`config.mk`:
```
export PLATFORM = sky130hd
export DESIGN_NAME = pld_cell
export DESIGN_NICKNAME = d
export VERILOG_FILES = /design/src/hw/rtl/pld_pkg.sv /design/src/hw/rtl/pld_cell.sv
export SDC_FILE = /design/constraint.sdc
export NUM_CORES = 2
export LEC_CHECK = 0
export ABC_AREA = 0
export BUFFER_PORTS_ARGS = -buffer_cell sky130_fd_sc_hd__buf_2
export CORE_MARGIN = 4
export CORE_UTILIZATION = 60
export DETAILED_ROUTE_END_ITERATION = 10
export GPL_ROUTABILITY_DRIVEN = 0
export HOLD_SLACK_MARGIN = 0.15
export PLACE_DENSITY = 0.79
export SLEW_MARGIN = 10
export SYNTH_ARGS = -nofsm -noshare
export SYNTH_HDL_FRONTEND = slang
export SYNTH_SLANG_ARGS = --single-unit
```
`constraint.sdc`:
```
create_clock -name clk -period 12.6 [get_ports clk]
set_clock_uncertainty 0.2 [all_clocks]
set_input_delay 0.63 -clock clk [delete_from_list [all_inputs] [get_ports clk]]
set_output_delay 0.63 -clock clk [all_outputs]
set_load 0.1 [all_outputs]
```
`src/hw/rtl/pld_pkg.sv`:
```
// ----------------------------------------------------------------------------
// pld_pkg
// shared types and codes for the polynomial long division block
// ----------------------------------------------------------------------------
`default_nettype none

package pld_pkg;

	localparam int IDX_BITS = 5;
	localparam int ORD_BITS = 5;
	localparam int ACT_BITS = 2;

	localparam logic [ACT_BITS-1:0] ACT_LOAD_DIVIDEND = 2'd0;
	localparam logic [ACT_BITS-1:0] ACT_LOAD_DIVISOR  = 2'd1;
	localparam logic [ACT_BITS-1:0] ACT_START         = 2'd2;

	localparam logic REG_DIVIDEND_ORDER = 1'b0;
	localparam logic REG_DIVISOR_ORDER  = 1'b1;

	typedef enum logic [2:0] {
		ST_IDLE,
		ST_ALIGN,
		ST_DIV,
		ST_DWAIT,
		ST_MUL,
		ST_SUB,
		ST_CLR,
		ST_OUT
	} state_t;

	// per-cycle commands broadcast to the cell row
	typedef struct packed {
		logic load_rem;
		logic load_div;
		logic start;
		logic shift_up;
		logic shift_down;
		logic mul;
		logic sub;
		logic clr_hi;
	} cell_ctl_t;

endpackage

`default_nettype wire

```
`src/hw/rtl/pld_cell.sv`:
```
// ----------------------------------------------------------------------------
// pld_cell
// one coefficient slot: dividend/remainder, divisor, shifted divisor, quotient
// ----------------------------------------------------------------------------
`default_nettype none

module pld_cell
	import pld_pkg::*;
#(
	parameter int CB   = 32,
	parameter int FRAC = 16,
	parameter int IW   = 5,
	parameter int IDX  = 0
) (
	input  wire logic          clk,
	input  wire logic          arst_n,
	input  wire cell_ctl_t     ctl,
	input  wire logic [IW-1:0] sel,
	input  wire logic [IW-1:0] n1,
	input  wire logic [IW-1:0] n2,
	input  wire logic [CB-1:0] wr_value,
	input  wire logic [CB-1:0] q_value,
	input  wire logic [CB-1:0] q_mag,
	input  wire logic          q_neg,
	input  wire logic [CB-1:0] w_lo,
	input  wire logic          v_lo,
	input  wire logic [CB-1:0] w_hi,
	input  wire logic          v_hi,
	output logic [CB-1:0]      w,
	output logic               v,
	output logic [CB-1:0]      rem,
	output logic [CB-1:0]      div,
	output logic [CB-1:0]      quo,
	output logic               ovf
);

	localparam logic [IW-1:0] ME = IW'(IDX);

	logic [CB-1:0]   rem_q;
	logic [CB-1:0]   div_q;
	logic [CB-1:0]   w_q;
	logic            v_q;
	logic [CB-1:0]   quo_q;
	logic [2*CB-1:0] p_s1;
	logic            neg_s1;

	logic [CB-1:0]   w_mag;
	logic [2*CB-1:0] s;
	logic [2*CB-1:0] lim;
	logic            msat;
	logic [CB-1:0]   mmag;
	logic [CB-1:0]   mv;
	logic [CB:0]     diff;
	logic            ssat;
	logic [CB-1:0]   rem_new;

	assign w_mag = w_q[CB-1] ? (~w_q + 1'b1) : w_q;

	always_comb begin
		s    = p_s1 >> FRAC;
		lim  = {{(CB+1){1'b0}}, {(CB-1){1'b1}}} + (2*CB)'(neg_s1);
		msat = s > lim;
		mmag = msat ? lim[CB-1:0] : s[CB-1:0];
		mv   = neg_s1 ? (~mmag + 1'b1) : mmag;
		diff = {rem_q[CB-1], rem_q} - {mv[CB-1], mv};
		ssat = diff[CB] != diff[CB-1];
		if (ssat)
			rem_new = diff[CB] ? {1'b1, {(CB-1){1'b0}}} : {1'b0, {(CB-1){1'b1}}};
		else
			rem_new = diff[CB-1:0];
	end

	always_ff @(posedge clk or negedge arst_n) begin
		if (!arst_n) begin
			v_q <= 1'b0;
		end else begin
			if (ctl.start)
				v_q <= IDX < int'(n2);
			else if (ctl.shift_up)
				v_q <= v_lo;
			else if (ctl.shift_down)
				v_q <= v_hi;
		end
	end

	always_ff @(posedge clk) begin
		if (ctl.load_rem && sel == ME)
			rem_q <= wr_value;
		else if (ctl.sub && v_q)
			rem_q <= rem_new;
		else if (ctl.clr_hi && ME >= n2 && ME <= n1)
			rem_q <= '0;

		if (ctl.load_div && sel == ME)
			div_q <= wr_value;

		if (ctl.start)
			w_q <= div_q;
		else if (ctl.shift_up)
			w_q <= w_lo;
		else if (ctl.shift_down)
			w_q <= w_hi;

		if (ctl.start)
			quo_q <= '0;
		else if (ctl.mul && sel == ME)
			quo_q <= q_value;

		if (ctl.mul) begin
			p_s1   <= (2*CB)'(q_mag) * (2*CB)'(w_mag);
			neg_s1 <= q_neg ^ w_q[CB-1];
		end
	end

	assign w   = w_q;
	assign v   = v_q;
	assign rem = rem_q;
	assign div = div_q;
	assign quo = quo_q;
	assign ovf = ctl.sub && v_q && (msat || ssat);

endmodule

`default_nettype wire

```
==> results.cfg <==
[outcome]
status = finished clean

[setup_path]
critPathCaptureType = register
critPathLaunchType = register
timing.rr.end = p_s1[57]
required_ns = 12.60
worst-path-buf-inv = 5
r2r_start = w[0]
path_common_cell = fa_1
path_max_fanout = 34
critPathSlowestCell = o31ai_1
slowest_delay_ns = 0.68
cp-endpoint = p_s1[57]
worstSetupPathDepth = 31
r2r_cells = 31
crit_start = w[0]
arrival_ns = 11.00
crit_family = adder cells
worstSetupPathType = reg -> reg
reg2reg_slack_ns = 1.59

[die]
die_y_um = 276.6
start_util_pct = 60.56
pin_count = 318
placementRows = 98
die_width_um = 276.6
core_area_um2 = 71490
die-area_um2 = 76510

[routing]
wl_mm = 120.7
viasPerCell = 5.804
drc_errors = 0
final_antenna_net_count = 0
wl_per_cell_um = 20.55
drt_iter0_drc = 2784
drt_pass1_iterations = 6
vias = 34080

[cts]
clock-root-buffer = clkbuf_16
clk_pin_slew_ns = 0.08
cts_buffers = 17
cts_buffer_depth = 2
htreeDepth = 4
clk_latency_ns = 0.46
post_cts_buffers = 0
tritoncts = yes
cts.sinks = 178

[grt]
grt_start_max_net_pins = 78
grt_pass1_wl_mm = 196.4
antenna_found_initial = 2
grt_pass1_vias = 36750
track_usage_pct = 32.35
grt.overflow.total = 0

[hold_path]
hp-class = in -> reg

[synthesis]
synthCells = 4769
postSynth.asyncResetShare_pct = 0.5618
synth_top_area_share_pct = 41.43
syn_nets = 6179
synth_warnings = 0
ys_top_cells_by_area = fa_1 41%, edfxtp_1 10%, ha_1 9.4%, inv_1 8.5%, and2_1 6.4%
synth_seq_cells = 178
netlist_area_um2 = 43290
avgSynthCellArea_um2 = 9.078
synth_ff_type = edfxtp_1
yosysTopAreaCell = fa_1
ys_types = 66
synth_sequential_area_ratio_pct = 11.60
synth_edf_count = 145

[timing]
layout_min_cycle_time_ns = 11.01
finalMaxSlewViolations = 0
setup_viol = 0
tns_ns = 0
relSlewSlack_pct = 17.45
timing.fmax_mhz = 90.86
fin_crit_sh_pct = 87.35
tightest_slew_ns = 1.232
rsz0062_at_grt = false
hold-worst-slack_ns = 0.1853
hold_violations = 0
finalWorstSetupSlack_ns = 1.595

[cells_and_area]
area_delta_synth_final_pct = 7.416
num_antenna_cells = 0
final_cells = 5872
nNetsFinal = 6319
drive_gt1_share_pct = 9.061
layout_common_cells = 980 x inv_1, 896 x fa_1, 740 x nand2_1, 446 x and2_1, 326 x ha_1
layout_commonest_cell = inv_1

[placed_design]
hpwl_mm = 90.17
numPortBuffers = 312
dp_cells = 5824
dp_slack_ns = 1.733

[run]
timing.max_cap.violations = 0
-- synth_stat cells, drive strengths merged (18+ instances only) --
master    n
and2    448
edfxtp  145
mux2i    40
or3      24
dfxtp    32
nand2b   18
a21oi   131
inv     980
ha      326
nor2    101
clkbuf  251
o21ai   151
a31oi    23
nor3     35
nor2b    43
nand2   740
xnor2    75
a21o     59
nand4    26
xor2     29
fa      896
-- kinds of logic (layout without fill, tap and decap cells) --
logic type | after synthesis | count (layout) | share of synthesized area, %
and+or+nand+nor | 1506 | 1506 | 16.92
AOI/OAI and AO/OA | 479 | 479 | 6.795
buffers and inverters | 1238 | 1391 | 10.75
xor gates and xnor gates | 104 | 104 | 2.104
muxes | 42 | 42 | 0.9769
adders and majority gates | 1222 | 1222 | 50.86
DFF | 178 | 178 | 11.60
-- area by class of cell --
type,instances,area [µm²]
multi-input cells,3353,33900
fillers,5718,24980
flip-flops and latches,178,5020
inverters,980,3679
repair buffers,379,2105
well taps,950,1189
clock buffers,17,425.4
clock inverters,15,188.9
-- metrics by stage --
stage	util, %	cell area (µm²)
3_3_place_gp	63.97	45730
2_1_floorplan	-	43290
6_report	65.05	46500
3_5_place_dp	63.97	45730
5_1_grt	65.05	46500
4_1_cts	65.05	46500
-- flip-flops by register name, indices dropped and copies added, names as in the netlist --
name    count
neg_s1      1
p_s1       48
div        32
w          32
quo        32
rem        32
v           1
-- how the worst min path moves through the flow --
stage	startpoint	endpoint	slack [ns]	cells past startpoint
detailed placement	arst_n	v	0.22	1
CTS	wr_value[6]	div[6]	0.15	1
global route	wr_value[12]	div[12]	0.16	1
finish	wr_value[6]	div[6]	0.19	1
global placement	arst_n	v	0.22	1
floorplan	arst_n	v	0.13	0
-- metal layers --
metal	track usage (%)	vias to the layer above	part of all wire, %
met5	0	-	0.0075
met4	12.10	2	4.7
met3	8.616	383	11
met2	53.12	1823	47
met1	41.63	17120	37
li1	-	14760	-
-- timing repair --
| item | in CTS | in global routing |
|---|---|---|
| hold buffers | 16 | 0 |
| gates resized for setup | 0 | 0 |
| hold endpoints to repair | 16 | 0 |
Power is not shown: default switching activity piles up to over one toggle a cycle in this logic, so the estimate is an artifact.
