[src/hw/rtl/pld_pkg.sv]
// ----------------------------------------------------------------------------
// pld_pkg
// shared types and codes for the polynomial long division block
// ----------------------------------------------------------------------------
`default_nettype none

package pld_pkg;

	localparam int IDX_BITS = 5;
	localparam int ORD_BITS = 5;
	localparam int ACT_BITS = 2;

	localparam logic [ACT_BITS-1:0] ACT_LOAD_DIVIDEND = 2'd0;
	localparam logic [ACT_BITS-1:0] ACT_LOAD_DIVISOR  = 2'd1;
	localparam logic [ACT_BITS-1:0] ACT_START         = 2'd2;

	localparam logic REG_DIVIDEND_ORDER = 1'b0;
	localparam logic REG_DIVISOR_ORDER  = 1'b1;

	typedef enum logic [2:0] {
		ST_IDLE,
		ST_ALIGN,
		ST_DIV,
		ST_DWAIT,
		ST_MUL,
		ST_SUB,
		ST_CLR,
		ST_OUT
	} state_t;

	// per-cycle commands broadcast to the cell row
	typedef struct packed {
		logic load_rem;
		logic load_div;
		logic start;
		logic shift_up;
		logic shift_down;
		logic mul;
		logic sub;
		logic clr_hi;
	} cell_ctl_t;

endpackage

`default_nettype wire

[src/hw/rtl/pld_div.sv]
// ----------------------------------------------------------------------------
// pld_div
// restoring divider, one quotient bit per cycle, saturating result
// ----------------------------------------------------------------------------
`default_nettype none

module pld_div
	import pld_pkg::*;
#(
	parameter int CB   = 32,
	parameter int FRAC = 16
) (
	input  wire logic          clk,
	input  wire logic          arst_n,
	input  wire logic          start,
	input  wire logic [CB-1:0] num_mag,
	input  wire logic [CB-1:0] den_mag,
	input  wire logic          neg,
	output logic               done,
	output logic [CB-1:0]      quo,
	output logic               sat
);

	localparam int NW = CB + FRAC;
	localparam int CW = $clog2(NW + 1);

	logic          busy_q;
	logic          done_q;
	logic [CW-1:0] cnt_q;
	logic [NW-1:0] n_q;
	logic [NW-1:0] q_q;
	logic [CB-1:0] r_q;
	logic [CB-1:0] d_q;
	logic          neg_q;

	logic [CB:0]   t;
	logic          ge;
	logic [CB:0]   t_sub;
	logic [NW-1:0] lim;

	assign t     = {r_q, n_q[NW-1]};
	assign ge    = t >= {1'b0, d_q};
	assign t_sub = t - {1'b0, d_q};

	always_ff @(posedge clk or negedge arst_n) begin
		if (!arst_n) begin
			busy_q <= 1'b0;
			done_q <= 1'b0;
			cnt_q  <= '0;
		end else begin
			done_q <= 1'b0;
			if (start) begin
				busy_q <= 1'b1;
				cnt_q  <= CW'(NW);
			end else if (busy_q) begin
				cnt_q <= cnt_q - 1'b1;
				if (cnt_q == CW'(1)) begin
					busy_q <= 1'b0;
					done_q <= 1'b1;
				end
			end
		end
	end

	always_ff @(posedge clk) begin
		if (start) begin
			n_q   <= NW'(num_mag) << FRAC;
			q_q   <= '0;
			r_q   <= '0;
			d_q   <= den_mag;
			neg_q <= neg;
		end else if (busy_q) begin
			n_q <= n_q << 1;
			q_q <= {q_q[NW-2:0], ge};
			r_q <= ge ? t_sub[CB-1:0] : t[CB-1:0];
		end
	end

	// positive bound, one more for a negative result
	assign lim = {{(NW-CB+1){1'b0}}, {(CB-1){1'b1}}} + NW'(neg_q);

	always_comb begin
		sat = q_q > lim;
		if (sat)
			quo = neg_q ? {1'b1, {(CB-1){1'b0}}} : {1'b0, {(CB-1){1'b1}}};
		else
			quo = neg_q ? (~q_q[CB-1:0] + 1'b1) : q_q[CB-1:0];
	end

	assign done = done_q;

endmodule

`default_nettype wire

[config.mk]
export PLATFORM = sky130hd
export DESIGN_NAME = pld_div
export DESIGN_NICKNAME = d
export VERILOG_FILES = /design/src/hw/rtl/pld_pkg.sv /design/src/hw/rtl/pld_div.sv
export SDC_FILE = /design/constraint.sdc
export NUM_CORES = 1
export LEC_CHECK = 0
export BUFFER_PORTS_ARGS = -buffer_cell sky130_fd_sc_hd__buf_2
export CAP_MARGIN = 5
export CORE_MARGIN = 2
export CORE_UTILIZATION = 35
export DETAILED_ROUTE_END_ITERATION = 7
export PLACE_DENSITY = 0.62
export SETUP_SLACK_MARGIN = 0.3
export SLEW_MARGIN = 10
export SYNTH_ARGS = -nofsm -noshare
export SYNTH_HDL_FRONTEND = slang
export SYNTH_SLANG_ARGS = --single-unit
[constraint.sdc]
create_clock -name clk -period 5.3 [get_ports clk]
set_input_delay 0.265 -clock clk [delete_from_list [all_inputs] [get_ports clk]]
set_output_delay 0.265 -clock clk [all_outputs]
set_load 0.05 [all_outputs]
==> results of run 1 <==
-- flip-flops by register name (all words and copies together) (netlist names) --
register / flops
done: 1
d_q: 32
q_q: 48
n_q: 32
busy_q: 1
neg_q: 1
r_q: 32
cnt_q: 6
-- report_power, final --
group          switching (W)  leakage (nW)  internal (W)
sequential          0.000108          1.40       0.00139
combinational        0.00141          3.48      0.000832
clock               0.000579         0.292      0.000675
-- cells in the final DEF (no fill, tap or decap), types with 31 or more instances in the layout --
cell type	netlist	routed
sky130_fd_sc_hd__buf_2	0	100
sky130_fd_sc_hd__dfxtp_1	80	80
sky130_fd_sc_hd__edfxtp_1	65	65
sky130_fd_sc_hd__o21ai_0	48	47
sky130_fd_sc_hd__nand2_1	53	53
sky130_fd_sc_hd__ha_1	67	67
sky130_fd_sc_hd__mux2_2	31	31
sky130_fd_sc_hd__a21oi_1	63	63
sky130_fd_sc_hd__a31oi_1	31	31
sky130_fd_sc_hd__nor2_1	123	122
sky130_fd_sc_hd__inv_1	68	68
sky130_fd_sc_hd__nand3_1	33	32
sky130_fd_sc_hd__mux2i_1	48	48
-- path summary, 6_finish.rpt --
path                              from        to
hold reg to reg                q_q[47]   q_q[47]
setup reg to reg                d_q[3]    r_q[5]
hold / removal             den_mag[30]   d_q[30]
max in group asynchronous       arst_n    busy_q
setup / recovery                 neg_q   quo[26]
min in group asynchronous       arst_n  cnt_q[2]
-- area by class of cell --
type                            count  area (µm²)
Clock buffer                       17         425
Inverter                           68         255
Fill cell                        2708       15700
Timing Repair Buffer              141         887
Antenna cell                        1        2.50
Clock inverter                     15         179
Sequential cell                   153        3760
Tap cell                          341         427
Multi-Input combinational cell    783        5430
-- logic make-up after synthesis --
| kind of cell | after synthesis | share of synthesized area, % |
|---|---|---|
| AND/OR/NAND/NOR | 336 | 16.7 |
| AO/OA/AOI/OAI | 272 | 19.2 |
| flip-flops | 153 | 38.8 |
| buffers and inverters | 130 | 5.39 |
| multiplexers | 79 | 8.57 |
| adder cells (fa/ha/maj) | 68 | 8.87 |
| XOR/XNOR | 28 | 2.53 |
-- worst max-delay path: cells and delay by family, from the launching register on --
kind | cells | cell delay [ns]
flip-flops | 1 | 0.34
buffers and inverters | 5 | 1.27
AND/OR/NAND/NOR | 5 | 1.08
adder cells (fa/ha/maj) | 1 | 0.33
AO/OA/AOI/OAI | 3 | 0.82
-- layer usage --
layer	part of all wire (%)	track usage, %	vias up	wire length, µm
met5	0	0	-	0
met4	1.1	4.57	0	255
met3	5.3	3.91	22	1260
met2	45	26.7	237	10600
met1	49	23.2	3897	11600
li1	-	-	4165	-
-- what timing repair did --
action	4_1_cts	5_1_grt
endpoints found under the hold margin	37	0
hold buffers	30	0
gates resized for setup	0	3
setup endpoints to repair	0	21
-- per-stage QoR --
step | hold WS (ns) | setup slack (ns) | utilization, % | instance area [µm²]
after floorplan | -0.0306 | 0.568 | - | 9680
after global placement | 0.122 | 1.04 | 38.6 | 10400
after detailed placement | 0.127 | 0.813 | 38.6 | 10400
after CTS | 0.00493 | 0.322 | 42.0 | 11300
after global routing | 0.00329 | 0.364 | 42.0 | 11400
final | 0.0176 | 0.719 | 42.0 | 11400
==> implementation parameters, run 1 <==
Parameter                              Value

Outcome
  Outcome ... complete, no violations

Synth
  Seq/Total Area, Yosys ... 38.8%
  Commonest register cell after synthesis ... sky130_fd_sc_hd__dfxtp_1
  Post-synth ARST share ... 5.23%
  Biggest area consumer among synthesized cells ... sky130_fd_sc_hd__edfxtp_1
  Average size of a mapped cell ... 9.08 µm²
  Leading post-synthesis cells by cell area ... sky130_fd_sc_hd__edfxtp_1, sky130_fd_sc_hd__dfxtp_1, sky130_fd_sc_hd__ha_1, sky130_fd_sc_hd__mux2i_1, sky130_fd_sc_hd__nor2_1
  Fraction of synthesized cell area taken by the top area cell type ... 20.2%
  Leading post-synthesis cells by instance count ... sky130_fd_sc_hd__nor2_1, sky130_fd_sc_hd__dfxtp_1, sky130_fd_sc_hd__inv_1
  Yosys Warn Count ... 0
  Synthesized Nets ... 1,202
  Post-synth cell types ... 63
  Most numerous cell in the Yosys netlist ... sky130_fd_sc_hd__nor2_1
  Gate count after technology mapping ... 1,066
  EDFF count, synth ... 65
  Netlist area before placement ... 9680 µm²
  Register bit count reported by yosys ... 153

Global routing
  Initial antenna violation count ... 1
  GRT Overall Usage ... 16.9%
  Global-route wire length before repair ... 39,800 µm
  Grt ovf ... 0
  Number of global-route vias before repair ... 7,867
  Largest net degree at the start of global routing ... 101

Setup path
  Crit start category ... register
  Critical path cell sequence ... buf_4, inv_1, buf_4, ha_1, nand4_1, nor2_1, nand3b_1, nor4_1, nor2_1, o41a_1, o21ai_2, buf_4, o221ai_1, buf_2
  Worst setup EP type ... output port
  Length in cells of the worst reg-to-reg path ... 10
  Slowest cell on crit path ... sky130_fd_sc_hd__nor4_1
  WS Path Type ... register to output port
  Worst-path maximum fanout ... 48
  Max incr delay on CP ... 0.49 ns
  Critical Path RT ... 5.04 ns
  Worst path arrival time ... 4.32 ns
  Register-to-register path setup slack ... 1.48 ns
  Crit-path most repeated cell ... sky130_fd_sc_hd__buf_4

Die
  Ports placed on the boundary ... 102
  Starting density of the core ... 35.8%
  Site row count ... 60
  Die outline area ... 29,000 µm²
  Die Wd ... 170 µm
  Area inside the core boundary ... 27,000 µm²
  Height of the die ... 170 µm

CTS
  # Post-CTS Setup Buffers ... 0
  Number of clock buffers inserted by TritonCTS ... 17
  CTS HTree Levels ... 4
  Root buffer cell ... sky130_fd_sc_hd__clkbuf_16
  CTS sink count ... 153
  Insertion delay to the later sink of the worst-skew pair ... 0.44 ns
  CTS max path bufs ... 2
  Register clock-pin slew on the reported worst setup and hold paths ... 0.08 ns
  Clock tree from TritonCTS ... built

Timing
  Worst Skew ... 0.0156 ns
  Worst slew margin relative to its limit ... 27.3%
  Measured slew at the worst slew-check pin ... 1.09 ns
  Clock period minus final worst setup slack ... 4.58 ns
  Setup TNS after final layout ... 0 ns
  Fmax ... 0.218 GHz
  Setup repair after global routing missed its margin ... no
  Number of max-slew violations in the final report ... 0
  Count of endpoints failing hold in the final timing report ... 0
  Share of the cycle needed by the critical path after routing ... 86.4%
  Count of final setup violators ... 0

Min path
  Number of cells on the worst hold path ... 1
  Class of the tightest hold or removal check ... input port to register

Detailed routing
  Post-detailed-route count of antenna-violating nets ... 0
  Pre-Repair DR Iteration Count ... 8
  Detailed-route wire length per cell ... 15.6 µm
  Post-Route WL ... 23,800 µm
  Drt drc ... 0
  Vias per inst ... 5.48
  Via count ... 8,321
  First-iteration detailed-routing DRC count ... 618

Power and ir drop
  Total power density per cell area ... 439 nW/µm²
  Worst ir drop on vdd ... 182 µV
  Total Power ... 0.00499 W
  Leakage ... 5.17 nW

Placed design
  Placed cell count ... 1,456
  Port buffer count ... 101
  DP HPWL ... 16,200 µm
  Placer Congestion ... 0.876

Final layout
  Final Non-Filler Cells ... 1,519
  Fraction of layout instances using a drive strength above 1 ... 17.6%
  Number of nets in the final layout ... 1,300
  Area added between synthesis and finish ... 17.4%

Job
  # Max-Cap Violations ... 0
No activity file was read; power rests on OpenSTA's default activity.
==> run 2: changes to the inputs <==
--- a/config.mk
+++ b/config.mk
@@ -5,6 +5,7 @@
 export SDC_FILE = /design/constraint.sdc
 export NUM_CORES = 1
 export LEC_CHECK = 0
+export ABC_AREA = 1
 export BUFFER_PORTS_ARGS = -buffer_cell sky130_fd_sc_hd__buf_2
 export CAP_MARGIN = 5
 export CORE_MARGIN = 2
==> constraint.sdc (replaced) <==
create_clock -name clk -period 4.5 [get_ports clk]
set_input_delay 0.225 -clock clk [delete_from_list [all_inputs] [get_ports clk]]
set_output_delay 0.225 -clock clk [all_outputs]
set_load 0.05 [all_outputs]
==> run 2 against run 1 <==
  * Cell area increased by 5.5%
  * Clock power up 23%
  * Critical path depth shrank 1
  * Non-clock buffer count rose by 5
  * Total power is 26% higher
  * Register-to-register slack better by 0.34 ns
  * Sequential power up 19%
  * Synthesized cell count grew 36%
  * Core utilization is 0.28 points lower
  * Global-route usage is 1.4 points higher
  * Wire length increased by 15%
  * Largest cell class unchanged
==> implementation parameters, run 2 <==
Parameter                              Value

Timing
  Worst Skew ... 0.0151 ns (-0.000462 ns)
  Share of the cycle needed by the critical path after routing ... 83.8%
  Count of endpoints failing hold in the final timing report ... 0 (unchanged)
  Setup TNS after final layout ... 0 ns (unchanged)
  Count of final setup violators ... 0 (unchanged)
  Number of max-slew violations in the final report ... 0 (unchanged)
  Measured slew at the worst slew-check pin ... 0.901 ns (-0.189 ns)
  Fmax ... 0.265 GHz
  Worst slew margin relative to its limit ... 39.9% (+13 points)
  Clock period minus final worst setup slack ... 3.77 ns
  Setup repair after global routing missed its margin ... no

Synth
  Post-synth ARST share ... 5.23% (unchanged)
  Most numerous cell in the Yosys netlist ... sky130_fd_sc_hd__nand2_1
  Gate count after technology mapping ... 1,452 (+36%)
  Seq/Total Area, Yosys ... 36.9% (-1.9 points)
  Post-synth cell types ... 46 (-27%)
  Biggest area consumer among synthesized cells ... sky130_fd_sc_hd__edfxtp_1
  Yosys Warn Count ... 0 (unchanged)
  Register bit count reported by yosys ... 153 (unchanged)
  Synthesized Nets ... 1,588 (+32%)
  Fraction of synthesized cell area taken by the top area cell type ... 19.2% (-0.99 points)
  EDFF count, synth ... 65 (unchanged)
  Leading post-synthesis cells by instance count ... sky130_fd_sc_hd__nand2_1, sky130_fd_sc_hd__inv_1, sky130_fd_sc_hd__nor2_1
  Commonest register cell after synthesis ... sky130_fd_sc_hd__dfxtp_1
  Average size of a mapped cell ... 7.01 µm² (-23%)
  Netlist area before placement ... 10,200 µm² (+5.2%)
  Leading post-synthesis cells by cell area ... sky130_fd_sc_hd__edfxtp_1, sky130_fd_sc_hd__nand2_1, sky130_fd_sc_hd__dfxtp_1, sky130_fd_sc_hd__ha_1, sky130_fd_sc_hd__inv_1

CTS
  CTS sink count ... 153 (unchanged)
  Clock tree from TritonCTS ... built
  CTS HTree Levels ... 4 (unchanged)
  Insertion delay to the later sink of the worst-skew pair ... 0.43 ns (about the same)
  # Post-CTS Setup Buffers ... 0 (unchanged)
  Number of clock buffers inserted by TritonCTS ... 17 (unchanged)
  Register clock-pin slew on the reported worst setup and hold paths ... 0.07 ns (about the same)
  CTS max path bufs ... 2 (unchanged)
  Root buffer cell ... sky130_fd_sc_hd__clkbuf_16

Detailed routing
  Vias per inst ... 4.81 (-12%)
  First-iteration detailed-routing DRC count ... 665 (+7.6%)
  Post-Route WL ... 27,400 µm (+15%)
  Post-detailed-route count of antenna-violating nets ... 0 (unchanged)
  Detailed-route wire length per cell ... 13.9 µm (-11%)
  Drt drc ... 0 (unchanged)
  Via count ... 9,473 (+14%)
  Pre-Repair DR Iteration Count ... 7 (-1)

Final layout
  Number of flip-flops under the largest register name ... 48 (unchanged)
  Most used cells in the layout excluding fill and tap cells ... sky130_fd_sc_hd__nand2_1, sky130_fd_sc_hd__inv_1, sky130_fd_sc_hd__nor2_1, sky130_fd_sc_hd__buf_2, sky130_fd_sc_hd__nand3_1
  Largest reg by FF count ... q_q
  Most common cell after layout, fill and taps aside ... sky130_fd_sc_hd__nand2_1
  Fraction of layout instances using a drive strength above 1 ... 11.8% (-5.8 points)
  Area added between synthesis and finish ... 17.8%
  Number of diodes ... 0 (-1)
  Number of nets in the final layout ... 1,707 (+31%)

Setup path
  Worst setup EP type ... output port
  Register-to-register path setup slack ... 1.82 ns (+0.34 ns)
  End of the critical path ... quo[10]
  WS Path Type ... register to output port
  Origin of the critical flop-to-flop path ... d_q[3]
  Length in cells of the worst reg-to-reg path ... 16 (+6)
  Worst path arrival time ... 3.54 ns (-0.78 ns)
  Launch point of the critical path ... neg_q
  Crit start category ... register
  Reg2Reg Capture Point ... r_q[24]
  Critical Path RT ... 4.28 ns (-0.76 ns)
  Worst-path maximum fanout ... 51 (+6.3%)

Placed design
  Placer Congestion ... 0.907 (+3.6%)
  Port buffer count ... 101 (unchanged)
  DP HPWL ... 20,000 µm (+24%)

Die
  Area inside the core boundary ... 28,700 µm² (+6.2%)
  Site row count ... 62 (+3.3%)
  Die Wd ... 175 µm (+2.5%)
  Ports placed on the boundary ... 102 (unchanged)
  Die outline area ... 30,500 µm² (+5.0%)
  Starting density of the core ... 35.5% (-0.35 points)
  Height of the die ... 175 µm (+2.5%)

Global routing
  Grt ovf ... 0 (unchanged)
  Initial antenna violation count ... 0 (-1)
  Largest net degree at the start of global routing ... 57 (-44%)
  GRT Overall Usage ... 18.4% (+1.4 points)
  Number of global-route vias before repair ... 9,264 (+18%)
  Global-route wire length before repair ... 45,500 µm (+14%)

Power and ir drop
  Clock power share ... 24.4% (-0.7 points)
  Reported net switching power ... 0.00283 W (+35%)
  Sw Ratio ... 44.9% (+2.9 points)
  Worst ir drop on vdd ... 290 µV (+59%)
  Cell internal pwr ... 0.00347 W (+20%)
  Sequential power share ... 28.3% (-1.7 points)
  Total power density per cell area ... 526 nW/µm² (+20%)
  Part of the power in combinational logic ... 47.3% (+2.4 points)
  Total Power ... 0.00630 W (+26%)
  Leakage ... 6.37 nW (+23%)

Min path
  Class of the tightest hold or removal check ... input port to register

Outcome
  Outcome ... complete, no violations

Job
  # Max-Cap Violations ... 0 (unchanged)
run 2: cell count changes after synthesis, moves of 25 or more:
cell and delta:
sky130_fd_sc_hd__mux2i_1 -48, sky130_fd_sc_hd__o22ai_1 +45, sky130_fd_sc_hd__xor2_1 +25, sky130_fd_sc_hd__nand2_1 +442
sky130_fd_sc_hd__nand3_1 +59, sky130_fd_sc_hd__mux2_2 -31, sky130_fd_sc_hd__inv_1 +149, sky130_fd_sc_hd__nand4_1 +30
sky130_fd_sc_hd__a31oi_1 -31
run 2: worst max-delay path: stages (launching register included):
cell and delay [ns]:
sky130_fd_sc_hd__edfxtp_1 0.36, sky130_fd_sc_hd__buf_4 0.47, sky130_fd_sc_hd__ha_1 0.36, sky130_fd_sc_hd__a21oi_1 0.13
sky130_fd_sc_hd__nor2_1 0.05, sky130_fd_sc_hd__a211oi_1 0.19, sky130_fd_sc_hd__nand3_1 0.10, sky130_fd_sc_hd__nor2_1 0.12
sky130_fd_sc_hd__nand2_1 0.10, sky130_fd_sc_hd__nand2_1 0.49, sky130_fd_sc_hd__buf_4 0.31, sky130_fd_sc_hd__nand2_1 0.07
sky130_fd_sc_hd__nand2_1 0.06, sky130_fd_sc_hd__buf_2 0.28
run 2: per-layer routing:
| metal | track usage [%] | routed length, µm |
|---|---|---|
| met5 | 0 | 0 |
| met4 | 4.06 | 284 |
| met3 | 3.39 | 1380 |
| met2 | 31.5 | 12900 |
| met1 | 24.0 | 12800 |
run 2: kinds of logic after synthesis:
kind of cell	after synthesis	synth area share, %
AND/OR/NAND/NOR	781	33.1
flip-flops	153	36.9
buffers and inverters	271	10.6
XOR/XNOR	35	3.01
adder cells (fa/ha/maj)	68	8.43
AO/OA/AOI/OAI	144	7.94
run 2: power groups by stage:
stage	combinational (W)	sequential, W	clock, W
floorplan	0.00232	0.00178	0
global placement	0.00291	0.00181	0
detailed placement	0.00293	0.00181	0
CTS	0.00297	0.00178	0.00159
global route	0.00336	0.00181	0.00164
finish	0.00298	0.00178	0.00154
run 2: stage by stage:
step / util, % / area (µm²) / hold WS (ns) / instances / worst slack (ns)
finish: 41.8 / 12000 / 0.0666 / 1968 / 0.730
global route: 41.8 / 12000 / 0.0407 / 1968 / 0.405
CTS: 41.7 / 12000 / 0.0380 / 1968 / 0.592
detailed placement: 38.4 / 11000 / 0.0831 / 1902 / 1.09
global placement: 38.4 / 11000 / 0.0797 / 1902 / 1.23
floorplan: - / 10200 / -0.0706 / 1452 / 0.602
run 2: repair_timing:
item / 4_1_cts / 5_1_grt
hold buffers: 34 / 0
endpoints found under the hold margin: 41 / 0
setup endpoints to repair: 0 / 31
resized for setup: 0 / 1
run 2: how the worst min path moves through the flow:
stage	from	to	cells past startpoint
2_1_floorplan	arst_n	busy_q	0
6_report	num_mag[13]	n_q[29]	3
3_3_place_gp	arst_n	cnt_q[3]	1
4_1_cts	num_mag[16]	n_q[32]	3
3_5_place_dp	arst_n	cnt_q[1]	1
5_1_grt	num_mag[13]	n_q[29]	3
run 2: area by class of cell:
| type | instances | area [µm²] |
|---|---|---|
| timing repair buffer | 146 | 931 |
| sequential | 153 | 3750 |
| tap | 384 | 480 |
| fill | 3108 | 16700 |
| inverter | 225 | 845 |
| clock buffer | 19 | 458 |
| multi-input combinational | 1028 | 5350 |
| clock inverter | 13 | 171 |
==> run 3: changes to the inputs <==
--- a/config.mk
+++ b/config.mk
@@ -11,7 +11,7 @@
 export CORE_MARGIN = 2
 export CORE_UTILIZATION = 35
 export DETAILED_ROUTE_END_ITERATION = 7
-export PLACE_DENSITY = 0.62
+export PLACE_DENSITY = 0.64
 export SETUP_SLACK_MARGIN = 0.3
 export SLEW_MARGIN = 10
 export SYNTH_ARGS = -nofsm -noshare
==> constraint.sdc (replaced) <==
create_clock -name clk -period 3.1 [get_ports clk]
set_input_delay 0.155 -clock clk [delete_from_list [all_inputs] [get_ports clk]]
set_output_delay 0.155 -clock clk [all_outputs]
set_load 0.05 [all_outputs]
==> run 3 against run 2 <==
  * Count of clock-buffer cells in the layout is the same
  * Via count grew 5.2%
  * Cell count grew 2.8%
  * Combinational power grew 70%
  * Cell area grew 15%
  * Total power grew 56%
  * Non-clock buffer count grew 54
==> implementation parameters, run 3 (synthesis results as in run 2) <==
Parameter                              Value

Outcome
  Outcome ... complete, no violations

Final layout
  Most used cells in the layout excluding fill and tap cells ... sky130_fd_sc_hd__nand2_1, sky130_fd_sc_hd__inv_1, sky130_fd_sc_hd__nor2_1, sky130_fd_sc_hd__nand3_1, sky130_fd_sc_hd__dfxtp_1
  Final core area utilization ... 48.2% (+6.4 points)
  Fraction of layout instances using a drive strength above 1 ... 18.1% (+6.3 points)
  Number of nets in the final layout ... 1,763 (+3.3%)
  Number of diodes ... 0 (unchanged)
  Area added between synthesis and finish ... 35.8%
  Number of flip-flops under the largest register name ... 48 (unchanged)
  Most common cell after layout, fill and taps aside ... sky130_fd_sc_hd__nand2_1
  Largest reg by FF count ... q_q

Detailed routing
  First-iteration detailed-routing DRC count ... 696 (+4.7%)
  Post-detailed-route count of antenna-violating nets ... 0 (unchanged)
  Via count ... 9,970 (+5.2%)
  Post-Route WL ... 29,700 µm (+8.3%)
  Uppermost layer routed ... met4
  Met1 Wirelength ... 13,500 µm (+5.2%)
  Vias per inst ... 4.93 (+2.3%)
  Pre-Repair DR Iteration Count ... 5 (-2)
  Detailed-route wire length per cell ... 14.7 µm (+5.3%)
  Total met2 wirelength after detailed routing ... 14,500 µm (+12%)
  Drt drc ... 0 (unchanged)
  Met3 wire length ... 1120 µm (-19%)

CTS
  Root buffer cell ... sky130_fd_sc_hd__clkbuf_16
  Clock tree from TritonCTS ... built
  CTS HTree Levels ... 4 (unchanged)
  CTS sink count ... 153 (unchanged)
  Insertion delay to the later sink of the worst-skew pair ... 0.44 ns (about the same)
  Register clock-pin slew on the reported worst setup and hold paths ... 0.07 ns (about the same)
  CTS max path bufs ... 2 (unchanged)
  Number of clock buffers inserted by TritonCTS ... 17 (unchanged)

Placed design
  Port buffer count ... 101 (unchanged)
  DP HPWL ... 19,900 µm (-0.72%)
  Placer Congestion ... 0.893 (-1.6%)

Power and ir drop
  Sw Ratio ... 44.2% (-0.65 points)
  Total Power ... 0.00981 W (+56%)
  Reported net switching power ... 0.00434 W (+53%)
  Leakage ... 6.81 nW (+7.0%)
  Total power density per cell area ... 710 nW/µm² (+35%)
  Sequential power share ... 26.4% (-1.9 points)
  Worst ir drop on vdd ... 428 µV (+48%)
  Clock power share ... 21.8% (-2.6 points)
  Cell internal pwr ... 0.00547 W (+58%)
  Part of the power in combinational logic ... 51.8% (+4.5 points)

Global routing
  Largest net degree at the start of global routing ... 58 (+1.8%)
  Grt ovf ... 0 (unchanged)
  Initial antenna violation count ... 0 (unchanged)
  Global-route wire length before repair ... 46,400 µm (+2.0%)
  Number of global-route vias before repair ... 9,606 (+3.7%)
  GRT Overall Usage ... 18.8% (+0.49 points)

Min path
  Class of the tightest hold or removal check ... input port to async pin

Die
  Die outline area ... 30,500 µm² (unchanged)
  Die Wd ... 175 µm (unchanged)
  Starting density of the core ... 35.5% (unchanged)
  Site row count ... 62 (unchanged)
  Area inside the core boundary ... 28,700 µm² (unchanged)
  Ports placed on the boundary ... 102 (unchanged)
  Height of the die ... 175 µm (unchanged)

Setup path
  Worst setup EP type ... output port
  Critical Path RT ... 2.94 ns (-1.34 ns)
  Crit start category ... register
  Worst path arrival time ... 2.82 ns (-0.72 ns)
  Worst-path maximum fanout ... 7 (-86%)
  WS Path Type ... register to output port

Job
  # Max-Cap Violations ... 0 (unchanged)

Timing
  Count of final setup violators ... 0 (unchanged)
  Measured slew at the worst slew-check pin ... 0.995 ns (+0.0936 ns)
  Worst Skew ... 0.0141 ns (-0.00103 ns)
  Count of endpoints failing hold in the final timing report ... 0 (unchanged)
  Number of max-slew violations in the final report ... 0 (unchanged)
  Clock period minus final worst setup slack ... 2.98 ns
  Setup TNS after final layout ... 0 ns (unchanged)
  Fmax ... 0.336 GHz
  Worst slew margin relative to its limit ... 33.4% (-6.5 points)
  Share of the cycle needed by the critical path after routing ... 96.0%
  Setup repair after global routing missed its margin ... yes
==> run 3: cell count changes in the layout (fill, tap and decap cells not counted), moves of 10 or more <==
| cell | delta |
|---|---|
| sky130_fd_sc_hd__buf_2 | -33 |
| sky130_fd_sc_hd__buf_6 | +10 |
| sky130_fd_sc_hd__buf_8 | +31 |
| sky130_fd_sc_hd__dlygate4sd3_1 | +32 |
| sky130_fd_sc_hd__ha_1 | -18 |
| sky130_fd_sc_hd__ha_4 | +18 |
| sky130_fd_sc_hd__nand2_1 | -57 |
| sky130_fd_sc_hd__nand2_2 | +13 |
| sky130_fd_sc_hd__nand2_4 | +34 |
| sky130_fd_sc_hd__nand2_8 | +12 |
==> run 3: area by class of cell <==
| type | instances | area (µm²) |
|---|---|---|
| fillers | 2825 | 14900 |
| multi-input cells | 1030 | 6140 |
| repair buffers | 200 | 2000 |
| clock inverters | 13 | 139 |
| well taps | 384 | 480 |
| flip-flops and latches | 153 | 3750 |
| clock buffers | 19 | 454 |
| inverters | 225 | 853 |
==> run 3: worst max-delay path: stages (launching register included) <==
cell and delay [ns]:
sky130_fd_sc_hd__edfxtp_1 0.40, sky130_fd_sc_hd__buf_8 0.18, sky130_fd_sc_hd__buf_12 0.15, sky130_fd_sc_hd__ha_1 0.32, sky130_fd_sc_hd__a21oi_1 0.08, sky130_fd_sc_hd__o21ai_1 0.14, sky130_fd_sc_hd__nand2_1 0.06, sky130_fd_sc_hd__a21oi_1 0.16
sky130_fd_sc_hd__nor2_2 0.08, sky130_fd_sc_hd__nand2_4 0.12, sky130_fd_sc_hd__nand3_4 0.14, sky130_fd_sc_hd__buf_12 0.16, sky130_fd_sc_hd__clkbuf_16 0.16, sky130_fd_sc_hd__nand2_4 0.08, sky130_fd_sc_hd__buf_8 0.14
==> run 3: through the flow <==
stage          cells  hold slack (ns)  setup slack, ns  cell area [µm²]
2_1_floorplan   1452           -0.141            0.136            10700
3_3_place_gp    1903          0.00737            0.399            11500
3_5_place_dp    1903           0.0109            0.343            11500
4_1_cts         2014           0.0879            0.164            13300
5_1_grt         2024           0.0890          -0.0236            13800
6_report        2024           0.0984            0.123            13800
==> run 3: metal layers <==
metal  vias to the layer above  global-route usage (%)
li1                       5042                       -
met1                      4647                    24.1
met2                       234                    32.3
met3                        47                    3.13
met4                         0                    6.28
met5                         -                       0
==> run 3: power by group through the flow <==
stage | Clock (W) | Sequential, W | Combinational [W]
final | 0.00214 | 0.00259 | 0.00508
after global routing | 0.00228 | 0.00263 | 0.00563
after CTS | 0.00220 | 0.00259 | 0.00479
after detailed placement | 0 | 0.00262 | 0.00450
after global placement | 0 | 0.00262 | 0.00447
after floorplan | 0 | 0.00258 | 0.00361
==> run 3: worst paths after layout <==
path	end	slack (ns)	cells past startpoint	start
max in group asynchronous	done	2.83	2	arst_n
worst min register to register	q_q[47]	0.47	2	q_q[47]
worst min-delay path	cnt_q[4]	0.1	2	arst_n
min in group clk	r_q[20]	0.16	2	start
worst max register to register	r_q[21]	0.49	13	d_q[20]
worst max-delay path	quo[17]	0.12	14	neg_q
==> run 3: what timing repair did <==
action                                 4_1_cts  5_1_grt
cloned                                       4        8
hold buffers                                66        0
resized for setup                           93       75
setup buffers                                9        2
setup endpoints to repair                   33       58
pin swaps                                    3        8
endpoints found under the hold margin       73        0
